===== config.mk =====
export PLATFORM = sky130hd
export DESIGN_NAME = heap_sort_engine
export DESIGN_NICKNAME = d
export VERILOG_FILES = /design/src/design/hs_pkg.sv /design/src/design/hs_cmp.sv /design/src/design/heap_sort_engine.sv
export SDC_FILE = /design/constraint.sdc
export NUM_CORES = 2
export LEC_CHECK = 0
export BUFFER_PORTS_ARGS = -buffer_cell sky130_fd_sc_hd__buf_2
export CAP_MARGIN = 30
export CORE_MARGIN = 4
export CORE_UTILIZATION = 29
export CTS_CLUSTER_SIZE = 14
export DETAILED_ROUTE_END_ITERATION = 16
export GPL_TIMING_DRIVEN = 0
export PLACE_DENSITY_LB_ADDON = 0.25
export SETUP_SLACK_MARGIN = 0.2
export SKIP_CTS_REPAIR_TIMING = 1
export SYNTH_ARGS = -nofsm -noshare
export SYNTH_HDL_FRONTEND = slang
export SYNTH_HIERARCHICAL = 1
export SYNTH_SLANG_ARGS = --single-unit

===== constraint.sdc =====
create_clock -name clk -period 5.3 [get_ports clk]
set_input_delay 0.795 -clock clk [delete_from_list [all_inputs] [get_ports clk]]
set_output_delay 0.795 -clock clk [all_outputs]
set_load 0.005 [all_outputs]

===== src/design/hs_pkg.sv =====
// shared types and constants for the heap sort engine
package hs_pkg;

    localparam int DATA_W = 32;

    // register index carried on paddr[2]
    localparam logic REG_ORDER_MODE = 1'b0;

    // order_mode after reset: min-heap, descending output
    localparam logic MODE_RESET = 1'b1;

    typedef enum logic [3:0] {
        S_LOAD,
        S_BLD_NEXT,
        S_BLD_LD,
        S_SIFT_L,
        S_SIFT_LW,
        S_SIFT_RW,
        S_SIFT_DEC,
        S_SORT_NEXT,
        S_SORT_RD0,
        S_SORT_WR,
        S_EMIT_RD,
        S_EMIT_LD
    } state_t;

endpackage


===== src/design/hs_cmp.sv =====
// shared rank comparator: true when a belongs nearer the heap root than b
module hs_cmp (
    input  logic signed [hs_pkg::DATA_W-1:0] a,
    input  logic signed [hs_pkg::DATA_W-1:0] b,
    input  logic                             min_heap,
    output logic                             above
);

    logic a_lt_b;
    logic a_gt_b;

    assign a_lt_b = (a < b);
    assign a_gt_b = (a > b);
    assign above  = min_heap ? a_lt_b : a_gt_b;

endmodule


===== src/design/heap_sort_engine.sv =====
// heap sort engine top level: load, in-place heap sort, sorted emission
//
//   channel  | handshake           | payload
//   ---------+---------------------+----------------------------------
//   input    | in_valid / in_stall | value, last
//   result   | out_valid/out_stall | sorted_value, final_res, dropped
//   config   | apb psel/penable    | paddr, pwdata, prdata (order_mode)
//
// loading takes one cycle per word; the block stays ready until a word marked last
// sorting then runs on one element memory and one comparator: a sift level steps through
// S_SIFT_L, S_SIFT_LW, S_SIFT_RW (right child only) and S_SIFT_DEC; an extraction adds
// S_SORT_NEXT, S_SORT_RD0 and S_SORT_WR; emission reads and loads each word, waiting
// while the result side stalls; in_stall stays high from the last word until the final
// sorted word is loaded; reset clears control state; the element memory is never cleared
module heap_sort_engine #(
    parameter int MAX_ITEMS = 64
) (
    input  logic                             clk,
    input  logic                             rst_n,
    // input channel
    input  logic                             in_valid,
    output logic                             in_stall,
    input  logic signed [hs_pkg::DATA_W-1:0] value,
    input  logic                             last,
    // result channel
    output logic                             out_valid,
    input  logic                             out_stall,
    output logic signed [hs_pkg::DATA_W-1:0] sorted_value,
    output logic                             final_res,
    output logic                             dropped,
    // configuration port
    input  logic                             psel,
    input  logic                             penable,
    input  logic                             pwrite,
    input  logic [2:0]                       paddr,
    input  logic [31:0]                      pwdata,
    output logic [31:0]                      prdata,
    output logic                             pready
);

    localparam int AW = (MAX_ITEMS > 1) ? $clog2(MAX_ITEMS) : 1;  // memory address
    localparam int CW = $clog2(MAX_ITEMS + 1);                    // element count
    localparam int LW = AW + 2;                                   // child index
    localparam int DW = hs_pkg::DATA_W;

    // element memory, one write and one registered read per cycle
    logic signed [DW-1:0] mem [MAX_ITEMS];
    logic signed [DW-1:0] rd_data_reg;
    logic                 mem_we;
    logic [AW-1:0]        mem_waddr;
    logic [AW-1:0]        mem_raddr;
    logic signed [DW-1:0] mem_wdata;

    hs_pkg::state_t state_reg, state_next;

    logic [CW-1:0]        count_reg, count_next;
    logic                 ovf_reg, ovf_next;
    logic                 mode_cfg_reg, mode_cfg_next;
    logic                 mode_reg, mode_next;
    logic [AW-1:0]        node_reg, node_next;
    logic [CW-1:0]        size_reg, size_next;
    logic [CW-1:0]        idx_reg, idx_next;        // build index, heap end, emit index
    logic signed [DW-1:0] cur_reg, cur_next;        // value being sifted down
    logic signed [DW-1:0] best_val_reg, best_val_next;
    logic [AW-1:0]        best_idx_reg, best_idx_next;
    logic                 best_child_reg, best_child_next;
    logic                 sorting_reg, sorting_next;

    logic                 out_valid_reg, out_valid_next;
    logic signed [DW-1:0] out_val_reg, out_val_next;
    logic                 out_final_reg, out_final_next;
    logic                 out_drop_reg, out_drop_next;

    logic                 in_acc;
    logic                 out_free;
    logic                 cfg_wr;
    logic [CW-1:0]        n_load;
    logic [LW-1:0]        left_w;
    logic [LW-1:0]        right_w;
    logic [LW-1:0]        size_w;
    logic                 left_ok;
    logic                 right_ok;
    logic [CW-1:0]        idx_m1;
    logic                 emit_last;
    logic signed [DW-1:0] cmp_b;
    logic                 cmp_above;

    assign in_stall  = (state_reg != hs_pkg::S_LOAD);
    assign in_acc    = in_valid && !in_stall;
    assign out_free  = !out_valid_reg || !out_stall;
    assign cfg_wr    = psel && penable && pwrite && pready;

    assign out_valid    = out_valid_reg;
    assign sorted_value = out_val_reg;
    assign final_res    = out_final_reg;
    assign dropped      = out_drop_reg;

    assign pready = 1'b1;
    assign prdata = (paddr[2] == hs_pkg::REG_ORDER_MODE) ? {31'd0, mode_cfg_reg} : 32'd0;

    // set size including the word taken now when it still fits
    assign n_load = (count_reg < CW'(MAX_ITEMS)) ? count_reg + CW'(1) : count_reg;

    // children of the current node
    assign left_w   = {1'b0, node_reg, 1'b1};
    assign right_w  = left_w + LW'(1);
    assign size_w   = LW'(size_reg);
    assign left_ok  = (left_w < size_w);
    assign right_ok = (right_w < size_w);

    assign idx_m1    = idx_reg - CW'(1);
    assign emit_last = ((idx_reg + CW'(1)) == count_reg);

    // the one compare unit: child against the value sifted or the best so far
    assign cmp_b = (state_reg == hs_pkg::S_SIFT_RW) ? best_val_reg : cur_reg;

    hs_cmp u_cmp (
        .a        (rd_data_reg),
        .b        (cmp_b),
        .min_heap (mode_reg),
        .above    (cmp_above)
    );

    // next state
    always_comb
    begin
        state_next = state_reg;
        unique case (state_reg)
            hs_pkg::S_LOAD:
            begin
                if (in_acc && last)
                begin
                    state_next = hs_pkg::S_BLD_NEXT;
                end
            end
            hs_pkg::S_BLD_NEXT:
            begin
                state_next = (idx_reg == '0) ? hs_pkg::S_SORT_NEXT : hs_pkg::S_BLD_LD;
            end
            hs_pkg::S_BLD_LD:
            begin
                state_next = hs_pkg::S_SIFT_L;
            end
            hs_pkg::S_SIFT_L:
            begin
                if (left_ok)
                begin
                    state_next = hs_pkg::S_SIFT_LW;
                end
                else
                begin
                    state_next = sorting_reg ? hs_pkg::S_SORT_NEXT : hs_pkg::S_BLD_NEXT;
                end
            end
            hs_pkg::S_SIFT_LW:
            begin
                state_next = right_ok ? hs_pkg::S_SIFT_RW : hs_pkg::S_SIFT_DEC;
            end
            hs_pkg::S_SIFT_RW:
            begin
                state_next = hs_pkg::S_SIFT_DEC;
            end
            hs_pkg::S_SIFT_DEC:
            begin
                if (best_child_reg)
                begin
                    state_next = hs_pkg::S_SIFT_L;
                end
                else
                begin
                    state_next = sorting_reg ? hs_pkg::S_SORT_NEXT : hs_pkg::S_BLD_NEXT;
                end
            end
            hs_pkg::S_SORT_NEXT:
            begin
                state_next = (idx_reg <= CW'(1)) ? hs_pkg::S_EMIT_RD : hs_pkg::S_SORT_RD0;
            end
            hs_pkg::S_SORT_RD0:
            begin
                state_next = hs_pkg::S_SORT_WR;
            end
            hs_pkg::S_SORT_WR:
            begin
                state_next = hs_pkg::S_SIFT_L;
            end
            hs_pkg::S_EMIT_RD:
            begin
                if (out_free)
                begin
                    state_next = hs_pkg::S_EMIT_LD;
                end
            end
            hs_pkg::S_EMIT_LD:
            begin
                state_next = emit_last ? hs_pkg::S_LOAD : hs_pkg::S_EMIT_RD;
            end
            default:
            begin
                state_next = hs_pkg::S_LOAD;
            end
        endcase
    end

    // memory port control
    always_comb
    begin
        mem_we    = 1'b0;
        mem_waddr = node_reg;
        mem_wdata = cur_reg;
        mem_raddr = left_w[AW-1:0];
        unique case (state_reg)
            hs_pkg::S_LOAD:
            begin
                mem_waddr = count_reg[AW-1:0];
                mem_wdata = value;
                mem_we    = in_acc && (count_reg < CW'(MAX_ITEMS));
            end
            hs_pkg::S_BLD_NEXT:
            begin
                mem_raddr = idx_m1[AW-1:0];
            end
            hs_pkg::S_SIFT_L:
            begin
                mem_raddr = left_w[AW-1:0];
                mem_we    = !left_ok;
            end
            hs_pkg::S_SIFT_LW:
            begin
                mem_raddr = right_w[AW-1:0];
            end
            hs_pkg::S_SIFT_DEC:
            begin
                mem_we    = 1'b1;
                mem_wdata = best_child_reg ? best_val_reg : cur_reg;
            end
            hs_pkg::S_SORT_NEXT:
            begin
                mem_raddr = idx_m1[AW-1:0];
            end
            hs_pkg::S_SORT_RD0:
            begin
                mem_raddr = '0;
            end
            hs_pkg::S_SORT_WR:
            begin
                // old root goes to the end of the shrinking heap
                mem_we    = 1'b1;
                mem_waddr = idx_m1[AW-1:0];
                mem_wdata = rd_data_reg;
            end
            hs_pkg::S_EMIT_RD:
            begin
                mem_raddr = idx_reg[AW-1:0];
            end
            hs_pkg::S_BLD_LD, hs_pkg::S_SIFT_RW, hs_pkg::S_EMIT_LD:
            begin
                mem_we = 1'b0;
            end
            default:
            begin
                mem_we = 1'b0;
            end
        endcase
    end

    // datapath registers
    always_comb
    begin
        count_next      = count_reg;
        ovf_next        = ovf_reg;
        mode_cfg_next   = mode_cfg_reg;
        mode_next       = mode_reg;
        node_next       = node_reg;
        size_next       = size_reg;
        idx_next        = idx_reg;
        cur_next        = cur_reg;
        best_val_next   = best_val_reg;
        best_idx_next   = best_idx_reg;
        best_child_next = best_child_reg;
        sorting_next    = sorting_reg;
        out_valid_next  = out_valid_reg && out_stall;
        out_val_next    = out_val_reg;
        out_final_next  = out_final_reg;
        out_drop_next   = out_drop_reg;

        if (cfg_wr && (paddr[2] == hs_pkg::REG_ORDER_MODE))
        begin
            mode_cfg_next = pwdata[0];
        end

        unique case (state_reg)
            hs_pkg::S_LOAD:
            begin
                if (in_acc)
                begin
                    count_next = n_load;
                    if (count_reg == CW'(MAX_ITEMS))
                    begin
                        ovf_next = 1'b1;
                    end
                    if (last)
                    begin
                        size_next    = n_load;
                        idx_next     = n_load >> 1;
                        mode_next    = mode_cfg_reg;
                        sorting_next = 1'b0;
                    end
                end
            end
            hs_pkg::S_BLD_NEXT:
            begin
                if (idx_reg == '0)
                begin
                    sorting_next = 1'b1;
                    idx_next     = count_reg;
                end
                else
                begin
                    node_next = idx_m1[AW-1:0];
                    idx_next  = idx_m1;
                end
            end
            hs_pkg::S_BLD_LD:
            begin
                cur_next = rd_data_reg;
            end
            hs_pkg::S_SIFT_LW:
            begin
                best_idx_next   = left_w[AW-1:0];
                best_child_next = cmp_above;
                best_val_next   = cmp_above ? rd_data_reg : cur_reg;
            end
            hs_pkg::S_SIFT_RW:
            begin
                if (cmp_above)
                begin
                    best_idx_next   = right_w[AW-1:0];
                    best_child_next = 1'b1;
                    best_val_next   = rd_data_reg;
                end
            end
            hs_pkg::S_SIFT_DEC:
            begin
                if (best_child_reg)
                begin
                    node_next = best_idx_reg;
                end
            end
            hs_pkg::S_SORT_NEXT:
            begin
                if (idx_reg <= CW'(1))
                begin
                    idx_next = '0;
                end
            end
            hs_pkg::S_SORT_RD0:
            begin
                cur_next = rd_data_reg;
            end
            hs_pkg::S_SORT_WR:
            begin
                size_next = idx_m1;
                idx_next  = idx_m1;
                node_next = '0;
            end
            hs_pkg::S_EMIT_LD:
            begin
                out_valid_next = 1'b1;
                out_val_next   = rd_data_reg;
                out_final_next = emit_last;
                out_drop_next  = ovf_reg;
                idx_next       = idx_reg + CW'(1);
                if (emit_last)
                begin
                    count_next = '0;
                    ovf_next   = 1'b0;
                end
            end
            hs_pkg::S_SIFT_L, hs_pkg::S_EMIT_RD:
            begin
                cur_next = cur_reg;
            end
            default:
            begin
                cur_next = cur_reg;
            end
        endcase
    end

    always_ff @(posedge clk)
    begin
        if (mem_we)
        begin
            mem[mem_waddr] <= mem_wdata;
        end
        rd_data_reg <= mem[mem_raddr];
    end

    always_ff @(posedge clk or negedge rst_n)
    begin
        if (!rst_n)
        begin
            state_reg      <= hs_pkg::S_LOAD;
            count_reg      <= '0;
            ovf_reg        <= 1'b0;
            mode_cfg_reg   <= hs_pkg::MODE_RESET;
            mode_reg       <= hs_pkg::MODE_RESET;
            sorting_reg    <= 1'b0;
            best_child_reg <= 1'b0;
            idx_reg        <= '0;
            size_reg       <= '0;
            node_reg       <= '0;
            out_valid_reg  <= 1'b0;
        end
        else
        begin
            state_reg      <= state_next;
            count_reg      <= count_next;
            ovf_reg        <= ovf_next;
            mode_cfg_reg   <= mode_cfg_next;
            mode_reg       <= mode_next;
            sorting_reg    <= sorting_next;
            best_child_reg <= best_child_next;
            idx_reg        <= idx_next;
            size_reg       <= size_next;
            node_reg       <= node_next;
            out_valid_reg  <= out_valid_next;
        end
    end

    // payload registers
    always_ff @(posedge clk)
    begin
        cur_reg       <= cur_next;
        best_val_reg  <= best_val_next;
        best_idx_reg  <= best_idx_next;
        out_val_reg   <= out_val_next;
        out_final_reg <= out_final_next;
        out_drop_reg  <= out_drop_next;
    end

endmodule


* Word-level counts from Yosys, hierarchy flattened *
Memories as Yosys holds them, arrays and structs flattened. A register that Yosys moved wholly into a read port is not among the register bits.
Cells that the tools add are included.
W data, S select, Z words.

storage, ports and cells
  flip-flop bits (word level) = 141
  bits in writable memories = 2,048
  input bits = 75
  output and inout bits = 69
  memories kept = 1

cells by class
  add/subtract/negate cells = 4
  magnitude comparators = 6
  eq/ne operators = 24
  muxes and demuxes = 51
  bitwise operators = 1
  reduce and logical (&&, ||, !) cells = 34

memories
  memory  depth  bits a word  rd ports  clocked after memory_dff  write ports  RTL line                source
  mem     64     32           1         1                         1            heap_sort_engine.sv:47  logic signed [DW-1:0] mem [MAX_ITEMS];

operators with widths
  kind                   number
  $mux W32               4
  $pmux W32 S3           1
  $pmux W32 S2           1
  $mux W7                9
  $pmux W4 S11           1
  $pmux W7 S5            1
  $gt A32 B32 Y1         1
  $lt A32 B32 Y1         1
  $pmux W7 S2            2
  $pmux W6 S2            2
  $pmux W6 S4            1
  $ne A2 B2 Y1 const B   11
  $mux W6                3
  $pmux W6 S3            1
  $eq A4 B3 Y1 const B   4
  $eq A4 B4 Y1 const B   4
  $add A7 B1 Y7 const B  2
  $mux W1                12
  $mux W3                4
  $mux W4                3
  $reduce_and A3 Y1      4
  $reduce_and A4 Y1      3
  $add A7 B1 Y8 const B  1
  $eq A4 B2 Y1 const B   2
  other kinds (23)       42

* Longest topological paths before layout *
  depth in word-level cells = 7
  gate-level depth with buffers = 18
  gate-level depth less buffers = 14

* Modules after synthesis *
The synthesis kept the hierarchy.

modules (own cells, without submodules)
  module            instances  cells each  area each (sq um)  sequential area each (sq um)
  heap_sort_engine  1          6,090       90,152.7           66,191.0
  hs_cmp            1          117         848.3              0.0

* Worst setup path after synthesis *
Ideal clock, no wire load.

  path kind = register to register
  from = register state_reg[2]
  to = register best_val_reg[10] (data pin)
  setup time = 0.260 ns
  arrival = 4.498 ns
  required time = 5.040 ns
  slack = 0.542 ns
  stages on the path, launching flop included = 19
  path buffers = 5
  clock period less this slack = 4.758 ns
  path through = dfrtp_1 -> buf_4 -> buf_4 -> clkbuf_1 -> nand2_1 -> nor2_1 -> clkbuf_1 -> mux2_2 -> inv_1 -> ha_1 -> a21o_1 -> a21o_1 -> a221oi_2 -> o21ai_1 -> a21oi_2 -> mux2_4 -> nor2_1 -> clkbuf_1 -> mux2_2

on the way
  longest elaborated chain between the ends = 6
  elaborated cells on any way between the ends = 8
  those cells by class = 2 x order compare; 2 x eq/ne; 4 x mux

RTL lines
  what                                                     RTL line                    source
  start: declaration                                       heap_sort_engine.sv:54      hs_pkg::state_t state_reg, state_next;
  start signal: assignment                                 heap_sort_engine.sv:403     state_reg <= hs_pkg::S_LOAD;
  start signal: assignment                                 heap_sort_engine.sv:417     state_reg <= state_next;
  $eq A4 B3 Y1 *                                           heap_sort_engine.sv:115     assign cmp_b = (state_reg == hs_pkg::S_SIFT_RW) ? best_val_reg : cur_reg;
  $mux W32 *                                               heap_sort_engine.sv:115
  named net cmp_b[29]                                      heap_sort_engine.sv:85      logic signed [DW-1:0] cmp_b;
  $gt A32 B32 Y1 / $lt A32 B32 Y1 (equally long branches)  hs_cmp.sv:13, hs_cmp.sv:12
  $mux W1 *                                                hs_cmp.sv:14                assign above = min_heap ? a_lt_b : a_gt_b;
  named net cmp_above                                      heap_sort_engine.sv:86      logic cmp_above;
  $mux W32 *                                               heap_sort_engine.sv:331     best_val_next = cmp_above ? rd_data_reg : cur_reg;
  $pmux W32 S2 *                                           heap_sort_engine.sv:291     unique case (state_reg)
  named net best_val_next[10]                              heap_sort_engine.sv:64      logic signed [DW-1:0] best_val_reg, best_val_next;
  end signal: assignment                                   heap_sort_engine.sv:435     best_val_reg <= best_val_next;
  end: declaration                                         heap_sort_engine.sv:64

The timed path passes the listed nets; every way through them passes the cells marked *.
A chain may end at the register's enable or synchronous reset.

* Worst setup path after layout *
  from = register idx_reg[1]
  to = register rd_data_reg[15] (read register of mem)

on the way
  longest elaborated chain between the ends = 2

RTL lines
  what                      RTL line                 source
  start: declaration        heap_sort_engine.sv:62   logic [CW-1:0] idx_reg, idx_next;
  start signal: assignment  heap_sort_engine.sv:424  idx_reg <= idx_next;
  $sub A7 B1 Y7             heap_sort_engine.sv:111  assign idx_m1 = idx_reg - CW'(1);
  $pmux W6 S4 *             heap_sort_engine.sv:211  unique case (state_reg)
  end: declaration          heap_sort_engine.sv:48   logic signed [DW-1:0] rd_data_reg;

Mark *: on every way between the ends. The rest lies on a longest branch, timed or not.

==> key figures <==
STA
  – Tmin final: between 5 and 6 ns
  – Skew final: approximately 0.047 ns
  – FMAX: roughly 190 MHz
  – Worst-margin pin slew: between 1 and 1.5 ns
  – Final setup vio count: 1
  – Slew Viols, Final: 0
  – Post-route setup slack: -0.0170 ns
  – Fin Setup TNS: -0.0170 ns
  – RSZ-0062 raised after global routing: yes
  – Final Cycle Share: 100%
  – Final Hold Fails: 0
  – Slew HR: between 20% and 30%

Clock network
  – Clk buf depth: 3
  – TritonCTS Buffers: 227
  – Skew-Pair Late Insertion Delay: between 0.8 and 0.9 ns
  – CTS H-Tree Depth: 4
  – Worst-path clk slew: 0.06 ns
  – Clock sinks: 2221
  – Root Buffer: clkbuf_16
  – CTS tree: done

Finish
  – Most common cell after layout, fill and taps aside: edfxtp_1
  – Area Growth Syn to Fin: 18.7%
  – Register Area: 66200 um2
  – Layout cells sized above 1: 15.7%
  – Reg with most FFs: mem
  – Final net count: about 7000
  – Most frequent cells in the layout: edfxtp_1 (2152), nand2_1 (990), clkbuf_1 (367)
  – Number of flip-flops under the largest register name: between 2000 and 2500
  – Multi-input gate area: 23300 um2
  – FILL cells: about 30000

Yosys
  – Seq cells post-synth: roughly 2200
  – Synth top area cells: edfxtp_1 (71%), nand2_1 (4.2%), mux2i_1 (2.1%)
  – Ys flop type: edfxtp_1
  – Synthesized area per cell: 14.7 um2
  – Synthesized instance count: slightly above 6000
  – Ys async rst share: 1.67%
  – EDFF count, synth: 2152
  – Synthesis warning total: 6
  – Post-synthesis sequential area ratio: between 70 and 80%
  – Synth top area share: between 70% and 80%
  – Largest area contributor in the netlist: edfxtp_1
  – Synthesized cell area: between 90000 and 100000 um2
  – Synth cell types: 90

Setup path
  – Setup crit end: rd_data_reg[15]
  – R2r setup slk: -0.02 ns
  – CP required: slightly above 6 ns
  – Crit-path max FO: 10
  – Reg2reg start: idx_reg[1]
  – Start point of the critical path: idx_reg[1]
  – Critical Path End Type: flip-flop
  – Reg-to-Reg End: rd_data_reg[15]
  – R2R depth: 11
  – WS Path Type: flip-flop to flip-flop
  – CP startpoint kind: flip-flop
  – Worst path arrival time: ~6.1 ns

Routing
  – Highest metal used: met4
  – Met1 WL: between 100000 and 150000 um
  – Total wire length: 316000 um
  – ANT nets after route: 0
  – Via count: between 50000 and 60000
  – Routed met2 length: approximately 140000 um
  – First-pass detailed-route iteration total: 9
  – Drt via density: roughly 5.3
  – Drt wl/cell: 28.6 um
  – Wire length on met3: about 27000 um
  – DRC viols: 0
  – Initial DRC count: approximately 7000

Global route
  – Total Routing Usage GR: around a fifth
  – Vias in the first global route: around 57000
  – Initial antenna violation count: 34
  – Largest net degree at the start of global routing: between 60 and 70
  – Grt ovf: 0
  – First-pass GRT wire length: ~440000 um

Placed design
  – Final HPWL DP: between 200000 and 250000 um
  – I/O Buffers: 78
  – Placer Congestion: between 0.8 and 0.9

Worst hold path
  – Hold/Removal Path Class: primary input to flip-flop

Run status
  – Failing checks: setup timing
  – Outcome: finished, violations left

Pwr
  – Max IR drop VDD: roughly 300 uV
  – Leakage power: roughly 29 nW
  – Cell Pwr Density: around 320 nW/um2
  – Total power: roughly 35 mW

Die
  – Site row count: a little over 200
  – I/O Pins: about 140
  – Core box area: roughly 310000 um2
  – Die W: 568 um
  – Die area: 323000 um2
  – Initial Util: between 20 and 30%
  – Die H: roughly 570 um

Flow run
  – Max capacitance violation total: 0
==> per-stage QoR <==
step           hold WS, ns  instance area [um2]  instances  util [%]  worst slack [ns]
2_1_floorplan        0.426                91100       6237         -             0.542
3_3_place_gp         0.436                96700      10455      31.0             -2.04
3_5_place_dp         0.458                99900      10586      32.0            -0.599
4_1_cts             -0.336               107000      11005      34.4            -0.612
5_1_grt              0.129               108000      11031      34.6            0.0555
6_report             0.156               108000      11036      34.6           -0.0170
==> critical path, cell delays in order, from the launching register on <==
cell	delay, ns
dfrtp_1	0.52
inv_1	0.16
ha_1	0.54
nor3_1	0.17
a211oi_2	0.58
clkbuf_4	0.46
clkbuf_1	0.40
a211oi_1	0.14
o2111ai_1	0.53
and4_1	0.54
nand3_1	0.52
a221oi_2	0.61
==> per-layer routing <==
metal  vias up  GRT usage [%]
met2      2508           29.5
met1     30456           26.1
met3       476           4.20
met5         -              0
li1      25452              -
met4         0           6.38
==> cell usage after synthesis (7+ instances only) <==
master / count
a211oi_1: 194
a21o_1: 7
a21oi_1: 49
a221o_1: 7
a221oi_1: 161
a221oi_2: 33
a222oi_1: 32
a22oi_1: 7
a311o_1: 65
a311oi_1: 95
a31o_2: 62
a31oi_1: 100
and3_1: 291
and4_1: 31
buf_1: 30
buf_2: 93
buf_4: 50
buf_6: 13
clkbuf_1: 327
dfrtp_1: 35
dfxtp_1: 32
edfxtp_1: 2152
ha_1: 51
inv_1: 57
mux2_1: 25
mux2_2: 103
mux2i_1: 193
nand2_1: 1022
nand2b_1: 7
nand3_1: 245
nand4_1: 11
nor2_1: 119
nor2b_1: 8
nor3_1: 9
o2111ai_1: 128
o211ai_1: 79
o21a_1: 10
o21ai_0: 48
o22ai_1: 35
or3_1: 65
xnor2_1: 20
xor2_1: 12
==> where the power goes <==
| part | internal, mW | switching (mW) |
|---|---|---|
| Sequential | 19.0 | 0.00116 |
| Combinational | 0.0307 | 0.0303 |
| Clock | 9.10 | 6.81 |
==> worst min path at each step <==
| stage | from | end | slack, ns | cells past startpoint |
|---|---|---|---|---|
| floorplan | ovf_reg | dropped | 0.43 | 0 |
| global placement | ovf_reg | dropped | 0.44 | 0 |
| detailed placement | ovf_reg | dropped | 0.46 | 0 |
| CTS | rst_n | out_valid | -0.34 | 1 |
| global route | pwdata[0] | mode_cfg_reg | 0.13 | 2 |
| finish | pwdata[0] | mode_cfg_reg | 0.16 | 2 |
==> cell families after synthesis <==
logic type	count (synthesis)	share of synthesized area, %
DFF	2221	72.7
AOI/OAI and AO/OA	1159	10.3
adders and majority gates	51	0.701
muxes	322	3.72
and+or+nand+nor	1846	9.37
buffers and inverters	574	2.81
xor gates and xnor gates	32	0.308
other	2	0.00825
==> area by class of cell <==
| class | instances | share of cell area, % |
|---|---|---|
| well taps | 4140 | 4.80 |
| multi-input cells | 3442 | 21.6 |
| clock inverters | 112 | 0.956 |
| flip-flops and latches | 2221 | 61.3 |
| repair buffers | 235 | 3.10 |
| diodes | 6 | 0.0139 |
| clock buffers | 307 | 5.83 |
| inverters | 59 | 0.206 |
| plain buffers | 514 | 2.21 |
Power figures use the tool's default switching activity.
